## config.mk

```make
export PLATFORM = sky130hd
export DESIGN_NAME = rdsm_sqrt_cell
export DESIGN_NICKNAME = d
export VERILOG_FILES = /design/src/sv/rdsm_pkg.sv /design/src/sv/rdsm_sqrt_cell.sv
export SDC_FILE = /design/constraint.sdc
export NUM_CORES = 1
export LEC_CHECK = 0
export BUFFER_PORTS_ARGS = -buffer_cell sky130_fd_sc_hd__buf_2
export CAP_MARGIN = 20
export CELL_PAD_IN_SITES_DETAIL_PLACEMENT = 1
export CELL_PAD_IN_SITES_GLOBAL_PLACEMENT = 1
export CORE_MARGIN = 1.5
export CORE_UTILIZATION = 40
export CTS_BUF_LIST = sky130_fd_sc_hd__clkbuf_4 sky130_fd_sc_hd__clkbuf_8 sky130_fd_sc_hd__clkbuf_16
export DETAILED_ROUTE_END_ITERATION = 6
export PLACE_DENSITY_LB_ADDON = 0.25
export SYNTH_ARGS = -nofsm -noshare
export SYNTH_HDL_FRONTEND = slang
export SYNTH_SLANG_ARGS = --single-unit
```

## constraint.sdc

```tcl
create_clock -name i_clk -period 4.37 [get_ports i_clk]
set_input_delay 0.437 -clock i_clk [delete_from_list [all_inputs] [get_ports i_clk]]
set_output_delay 0.437 -clock i_clk [all_outputs]
set_load 0.01 [all_outputs]
```

## src/sv/rdsm_pkg.sv

```systemverilog
package rdsm_pkg;

    localparam logic [14:0] AXIS_MAX    = 15'd32767;
    localparam logic [7:0]  CENTRE_BYTE = 8'h80;

    // Register indexes on the configuration port
    localparam logic REG_DEADZONE      = 1'b0;
    localparam logic REG_ANTI_DEADZONE = 1'b1;

    // One root bit per cell; root length and quotient length in bits
    localparam int SQ_STEPS  = 24;
    localparam int DIV_STEPS = 17;

    // Radicand and remainder widths of the square-root cell
    localparam int RAD_W  = 48;
    localparam int ROOT_W = 24;
    localparam int SREM_W = 26;

    // Divider cell widths
    localparam int DREM_W = 34;
    localparam int QUO_W  = 17;

    typedef struct packed {
        logic               vld;
        logic signed [15:0] x;
        logic signed [15:0] y;
        logic [23:0]        m8;
        logic               ctr;
        logic [30:0]        om16;
        logic               ovx;
        logic               ovy;
    } t_ctx;

endpackage

```

## src/sv/rdsm_sqrt_cell.sv

```systemverilog
module rdsm_sqrt_cell (
    input  logic                              i_clk,
    input  logic                              i_en,
    input  logic [rdsm_pkg::SREM_W-1:0]       i_rem,
    input  logic [rdsm_pkg::ROOT_W-1:0]       i_root,
    input  logic [rdsm_pkg::RAD_W-1:0]        i_rad,
    output logic [rdsm_pkg::SREM_W-1:0]       o_rem,
    output logic [rdsm_pkg::ROOT_W-1:0]       o_root,
    output logic [rdsm_pkg::RAD_W-1:0]        o_rad
);

    logic [rdsm_pkg::SREM_W+1:0] w_r2;
    logic [rdsm_pkg::SREM_W+1:0] w_trial;
    logic [rdsm_pkg::SREM_W+1:0] w_diff;
    logic                        w_ge;

    // Bring down the next two radicand bits and try root*4+1
    assign w_r2    = {i_rem, i_rad[rdsm_pkg::RAD_W-1 -: 2]};
    assign w_trial = {2'b00, i_root, 2'b01};
    assign w_ge    = (w_r2 >= w_trial);
    assign w_diff  = w_r2 - w_trial;

    always_ff @(posedge i_clk) begin
        if (i_en) begin
            o_rem  <= w_ge ? w_diff[rdsm_pkg::SREM_W-1:0] : w_r2[rdsm_pkg::SREM_W-1:0];
            o_root <= {i_root[rdsm_pkg::ROOT_W-2:0], w_ge};
            o_rad  <= {i_rad[rdsm_pkg::RAD_W-3:0], 2'b00};
        end
    end

endmodule

```

**Yosys cells after proc, flatten, opt, wreduce, memory -nomap -nowiden**

Index checks and enable logic that the tools add are counted.

- Flip-flop bits (word level): 96
- Bits in latches: 0
- RAM bits: 0
- ROM bits: 0
- Input port bits: 100
- Output and inout bits: 98
- Word-level logic and storage cells: 6
- Memories kept: 0

- Add/subtract/negate cells: 1
- Multiply operators: 0
- Divide/modulo/power cells: 0
- Order comparisons: 1
- Eq/ne operators: 0
- Shift-type cells: 0
- Muxes and demuxes: 1
- Bitwise gates (word level): 0
- Reductions and logical operators: 0

Operators by type and width:

| cell | number |
|---|---|
| 28-bit by 26-bit >= comparator with 1-bit output | 1 |
| 26-bit 2-to-1 mux | 1 |
| 26-bit subtractor | 1 |

**Longest topological paths before layout**

Gate-level depths: netlist (run 1).

- Word-level depth: 2
- Gate-level depth with buffers: 11
- Mapped depth without buffers: 10

**Worst setup path after synthesis (run 1)**

No wires, ideal clock.

- Path kind: input to register
- Start: input port i_root[0] (netlist bit)
- End: register o_rem[10] (netlist bit) (data pin)
- Setup time: 0.260 ns
- Arrival: 2.434 ns
- Data required time: 4.110 ns
- Setup slack: 1.676 ns
- Stages: 11
- Path buffers: 1
- Cell sequence: inv_1 -> ha_1 -> nand2b_1 -> a211o_1 -> a21oi_2 -> o211ai_2 -> a31oi_2 -> nor2_2 -> o21ai_4 -> buf_12 -> mux2_4

- Word-level cells in the longest chain between the ends: 2
- Elaborated cells on any way between the ends: 3
- Classes of those cells: 1 x add/sub; 1 x order compare; 1 x mux

Ends and longest elaborated chain:

| what | line | source |
|---|---|---|
| start: declaration | rdsm_sqrt_cell.sv:5 | `input logic [rdsm_pkg::ROOT_W-1:0] i_root,` |
| 26-bit subtractor or 28-bit by 26-bit >= comparator with 1-bit output (tied branches) | rdsm_sqrt_cell.sv:21, rdsm_sqrt_cell.sv:20 |  |
| 26-bit 2-to-1 mux (*) | rdsm_sqrt_cell.sv:25 | `o_rem <= w_ge ? w_diff[rdsm_pkg::SREM_W-1:0] : w_r2[rdsm_pkg::SREM_W-1:0];` |
| end signal: assignment | rdsm_sqrt_cell.sv:25 |  |
| end: declaration | rdsm_sqrt_cell.sv:7 | `output logic [rdsm_pkg::SREM_W-1:0] o_rem,` |

Mark *: on every way between the ends. The rest lies on a longest branch, timed or not.
A chain may end at the register's enable or synchronous reset.

**Worst setup path in the final report (run 1)**

- Start: input port i_root[0] (netlist bit)
- End: register o_rem[23] (netlist bit) (data pin)

Same word-level chain as after synthesis.

==> impl_metrics.py, run 1 <==
metrics = {
    "worst_setup_path": {
        "cp.required_ps": 4460,
        "cpPeakStageDelay_ps": 480,
        "cp_max_fo": 14,
        "crit_family": "compound AO/OA/AOI/OAI gates",
        "worstPathArrival_ps": 3150,
        "end_kind": "flop",
        "cp_slowest_cell": "o21ai_4",
        "crit_type": "in2reg",
        "cp_num_buf_inv": 3,
        "crit_path_start_kind": "input pin",
        "startpoint": "i_root[0]",
        "path_cells": "buf_2 -> inv_1 -> ha_1 -> nand2b_1 -> a211o_1 -> a21oi_2 -> o211ai_2 -> a31oi_2 -> nor2_2 -> o21ai_4 -> buf_4 -> mux2_4",
    },
    "floorplan": {
        "io_pins": 198,
        "row_count": 39,
        "die_h_um": 112,
        "core_area_um2": 11500,
        "fp.dieArea_um2": 12500,
        "initial_utilization_pct": 41.2,
        "die_w_um": 112,
    },
    "drt": {
        "via_per_inst": 5.03,
        "ant_nets": 0,
        "wl_per_cell_um": 18.2,
        "dr.pass1.iters": 4,
        "wl_um": 12600,
        "drc": 0,
        "vias": 3503,
        "drtIter0Drc": 146,
    },
    "timing": {
        "worst_pin_slew_ps": 851,
        "drv_slew": 0,
        "max-slew-margin-rel_pct": 43.3,
        "hold_viol_final": 0,
        "period_share_pct": 70.0,
        "rsz0062_at_grt": "no",
        "setup_violations": 0,
        "period_needed_ps": 3060,
        "setup_total_negative_slack_ps": 0,
        "fmax_ghz": 0.327,
    },
    "cells_and_area": {
        "num_antenna_cells": 0,
        "drive_gt1_share_pct": 43.8,
        "final_cell_mix": "buf_2 (194), edfxtp_1 (96), inv_1 (30)",
        "area_growth_pct": 30.3,
        "final_common_cell": "buf_2",
        "final_util_pct": 53.7,
        "fin_cells": 696,
        "fin_area_um2": 6160,
        "finalNetCount": 674,
    },
    "placed_design": {
        "postPlaceCellArea_um2": 5840,
        "dp_hpwl_um": 10100,
        "io_buffers": 195,
        "place_congestion": 0.796,
        "dp_cells": 680,
    },
    "cts": {
        "htree_levels": 3,
        "cts_tree": "yes",
        "post_cts_resized": 0,
        "cts.path.max_buffers": 2,
        "cts_sinks": 96,
        "cts_buffers": 9,
        "post_cts_buffers": 0,
        "clk_pin_slew_worst_paths_ps": 70,
        "ctsHoldBuffers": 0,
        "clockRootBuffer": "clkbuf_16",
    },
    "pwr": {
        "p_leak_nw": 2.81,
        "power_density_nw_per_um2": 410,
        "peakVddDrop_v": 0.000284,
        "total_power_mw": 2.52,
    },
    "logic_synthesis": {
        "ys_seq_area_share_pct": 61.0,
        "ys_ff_latch": 96,
        "synth_ff_type": "edfxtp_1",
        "ys_async_sr_fraction_pct": 0,
        "synth.avg_cell_area_um2": 13.7,
        "syn_area_um2": 4730,
        "yosys_warnings": 0,
        "netlist_instances": 345,
        "synth_edf_count": 96,
        "ys_types": 50,
    },
    "global_routing": {
        "grt_overflow": 0,
        "antenna_found_initial": 1,
        "first_global_vias": 3628,
        "grt_first_pass_wirelength_um": 19600,
        "grt_max_degree": 66,
        "grtUsageTotal_pct": 20.4,
    },
    "status": {
        "status": "completed",
    },
    "flow_run": {
        "maxCapViolations": 0,
    },
    "worst_hold_path": {
        "min_path_type": "in2reg",
        "min-delay-start": "i_rad[31]",
    },
}
## layer usage
layer	up-vias	share of wire, %	track usage [%]
li1	1676	-	-
met1	1679	41	24.2
met2	136	52	37.2
met3	10	6.2	5.23
met4	2	0.72	4.39
met5	-	0.063	0
## registers in the layout, indices dropped and copies added, names as in the netlist
signal,count
o_rad,46
o_rem,26
o_root,24
## report_power, final
| part | internal [mW] | leakage, nW | switching [mW] |
|---|---|---|---|
| registers | 1.13 | 0.940 | 0.0247 |
| logic | 0.238 | 1.72 | 0.276 |
| clock network | 0.511 | 0.157 | 0.346 |
| total | 1.88 | 2.81 | 0.647 |
## metrics by stage
stage                     hold WS (ps)  setup WS (ps)
after global placement             614            993
after global routing               255           1070
final                              269           1310
after CTS                          258           1230
after floorplan                    536           1680
after detailed placement           615            885
## Yosys cell counts, types with 3 or more instances
library cell	n	area, µm²
edfxtp_1	96	2880
inv_1	30	113
ha_1	26	325
a21oi_1	21	105
nand2_1	21	78.8
mux2_4	16	240
nor2_1	16	60.1
o21ai_0	15	75.1
xnor2_1	13	114
xor2_1	10	87.6
a211oi_1	6	45.0
a21o_1	6	45.0
mux2_2	6	67.6
nor3_1	6	30.0
and2_1	3	18.8
and3_1	3	18.8
nand2b_1	3	18.8
nor2b_1	3	18.8
o21a_1	3	22.5
## cells by family after synthesis
kind of cell	synth area share (%)
flops	61.0
simple gates	6.96
compound gates	10.1
buf+inv	3.76
other cells	0.0794
fa+ha+maj	6.88
xor+xnor	4.26
mux	6.94
## area by class of cell
class                           instances  area (µm²)
Inverter                               30         113
Sequential cell                        96        2880
Timing Repair Buffer                  197         993
Fill cell                            1271        5310
Multi-Input combinational cell        214        1670
Clock inverter                          6        90.1
Tap cell                              143         179
Clock buffer                           10         233
## path summary, 6_finish.rpt
check,endpoint,slack [ps],cells after the start
setup / recovery,o_rem[23],1310,12
hold / removal,o_rad[33],270,1
Power figures use the tool's default switching activity.
==> run 2, diff against run 1 <==
CORE_UTILIZATION = 34   (was 40)
clock period = 2.5 ns   (was 4.37 ns; I/O delays follow)
==> impl_metrics.py, run 2 (synthesis results as in run 1) <==
metrics = {
    "status": {
        "status": "completed",
    },
    "drt": {
        "wl_um": 12500,
        "vias": 3623,
        "via_per_inst": 4.66,
        "drc": 0,
        "dr.pass1.iters": 4,
        "ant_nets": 0,
        "wl_per_cell_um": 16.0,
        "drtIter0Drc": 139,
    },
    "cells_and_area": {
        "nFillCells": 1500,
        "area_growth_pct": 39.6,
        "final_cell_mix": "buf_2 (194), edfxtp_1 (96), buf_4 (50)",
        "largest_reg_flops": 46,
        "drive_gt1_share_pct": 48.3,
        "reg.largest.list": "o_rad x46, o_rem x26, o_root x24",
        "multi_input_area_um2": 1670,
        "top_register": "o_rad",
        "finalNetCount": 723,
        "fin_area_um2": 6600,
        "final_common_cell": "buf_2",
        "num_antenna_cells": 0,
        "regArea_um2": 2880,
    },
    "global_routing": {
        "grt_overflow": 0,
        "grt_max_degree": 97,
        "grt_use_met2_pct": 31.1,
        "grtUsageTotal_pct": 17.4,
        "grt.busiest_layer": "met2",
        "use_met3_pct": 5.59,
        "grt_first_pass_wirelength_um": 19500,
        "antenna_found_initial": 1,
        "met1_usage_pct": 19.8,
        "first_global_vias": 3885,
    },
    "pwr": {
        "p_sw_mw": 1.15,
        "clkPwrFrac_pct": 33.3,
        "combPwrFrac_pct": 22.1,
        "peakVddDrop_v": 0.000254,
        "switching_share_pct": 25.5,
        "intPower_mw": 3.36,
        "p_seq_share_pct": 44.6,
        "power_density_nw_per_um2": 684,
        "p_leak_nw": 3.06,
        "total_power_mw": 4.51,
    },
    "placed_design": {
        "postPlaceCellArea_um2": 6270,
        "dp_hpwl_um": 9860,
        "io_buffers": 195,
        "place_congestion": 0.825,
    },
    "worst_setup_path": {
        "cp_max_fo": 4,
        "crit_path_start_kind": "input pin",
        "worstPathArrival_ps": 2390,
        "end_kind": "flop",
        "cp.required_ps": 2600,
        "crit_type": "in2reg",
    },
    "cts": {
        "clk_pin_slew_worst_paths_ps": 70,
        "post_cts_buffers": 0,
        "clockRootBuffer": "clkbuf_16",
        "cts_sinks": 96,
        "cts_tree": "yes",
        "cts.path.max_buffers": 2,
        "post_cts_resized": 0,
        "ctsHoldBuffers": 0,
        "htree_levels": 3,
        "cts_buffers": 9,
    },
    "worst_hold_path": {
        "min-delay-start": "i_rad[7]",
        "min_path_type": "in2reg",
        "whs_path_depth": 1,
        "hold-path-endpoint": "o_rad[9]",
    },
    "timing": {
        "period_share_pct": 91.8,
        "setup_violations": 0,
        "worst_pin_slew_ps": 513,
        "hold_viol_final": 0,
        "setup_total_negative_slack_ps": 0,
        "period_needed_ps": 2290,
        "max-slew-margin-rel_pct": 65.8,
        "rsz0062_at_grt": "no",
        "drv_slew": 0,
        "fmax_ghz": 0.436,
        "holdWs_ps": 73.1,
    },
    "floorplan": {
        "die_w_um": 121,
        "initial_utilization_pct": 35.3,
        "fp.dieArea_um2": 14600,
        "row_count": 42,
        "die_h_um": 121,
        "io_pins": 198,
        "core_area_um2": 13400,
    },
    "flow_run": {
        "maxCapViolations": 0,
    },
}
## run 2: cell count changes in the layout (fill, tap and decap cells not counted), sizes merged
cell,before,now
clkinvlp,1,0
clkinv,1,2
inv,32,33
clkbuf,10,9
buf,197,246
## run 2: final cells by class
| cell class | count | area share [%] |
|---|---|---|
| Sequential cell | 96 | 43.7 |
| Multi-Input combinational cell | 214 | 25.3 |
| Timing Repair Buffer | 246 | 21.0 |
| Clock buffer | 9 | 3.41 |
| Tap cell | 176 | 3.34 |
| Inverter | 30 | 1.71 |
| Clock inverter | 7 | 1.52 |
## run 2: worst max path at each step
stage               from         to
2_1_floorplan  i_root[0]  o_rem[10]
4_1_cts        i_root[0]  o_rem[19]
3_3_place_gp   i_root[2]  o_rem[19]
5_1_grt        i_root[1]  o_rem[19]
6_report       i_root[0]  o_rem[19]
3_5_place_dp   i_root[0]  o_rem[19]
## run 2: power groups by stage
stage          clock network [mW]  logic (mW)  registers (mW)
2_1_floorplan                   0       0.437            2.14
6_report                     1.50       0.996            2.01
5_1_grt                      1.60        1.10            2.02
4_1_cts                      1.56        1.01            2.01
3_3_place_gp                    0       0.981            2.04
3_5_place_dp                    0        1.01            2.05
## run 2: critical path, stage by stage
cell and delay [ps]:
buf_2 90, inv_1 40, ha_1 340, o211ai_1 130
o211ai_1 250, nand2_1 170, o31ai_1 380, a32oi_1 120
o21ai_0 250, xor2_1 110, mux2_4 260
## run 2: layer usage
layer / vias to the layer above / part of all wire, %
met5: - / 0.12
met3: 11 / 8.2
met2: 135 / 50
met4: 2 / 0.97
li1: 1784 / -
met1: 1691 / 41
## run 2: per-stage QoR
stage | utilization, % | instances | worst slack (ps)
6_report | 49.2 | 778 | 206
3_5_place_dp | 46.8 | 762 | -186
2_1_floorplan | - | 346 | 19.2
3_3_place_gp | 46.8 | 762 | -142
4_1_cts | 49.2 | 778 | 182
5_1_grt | 49.2 | 778 | 4.39
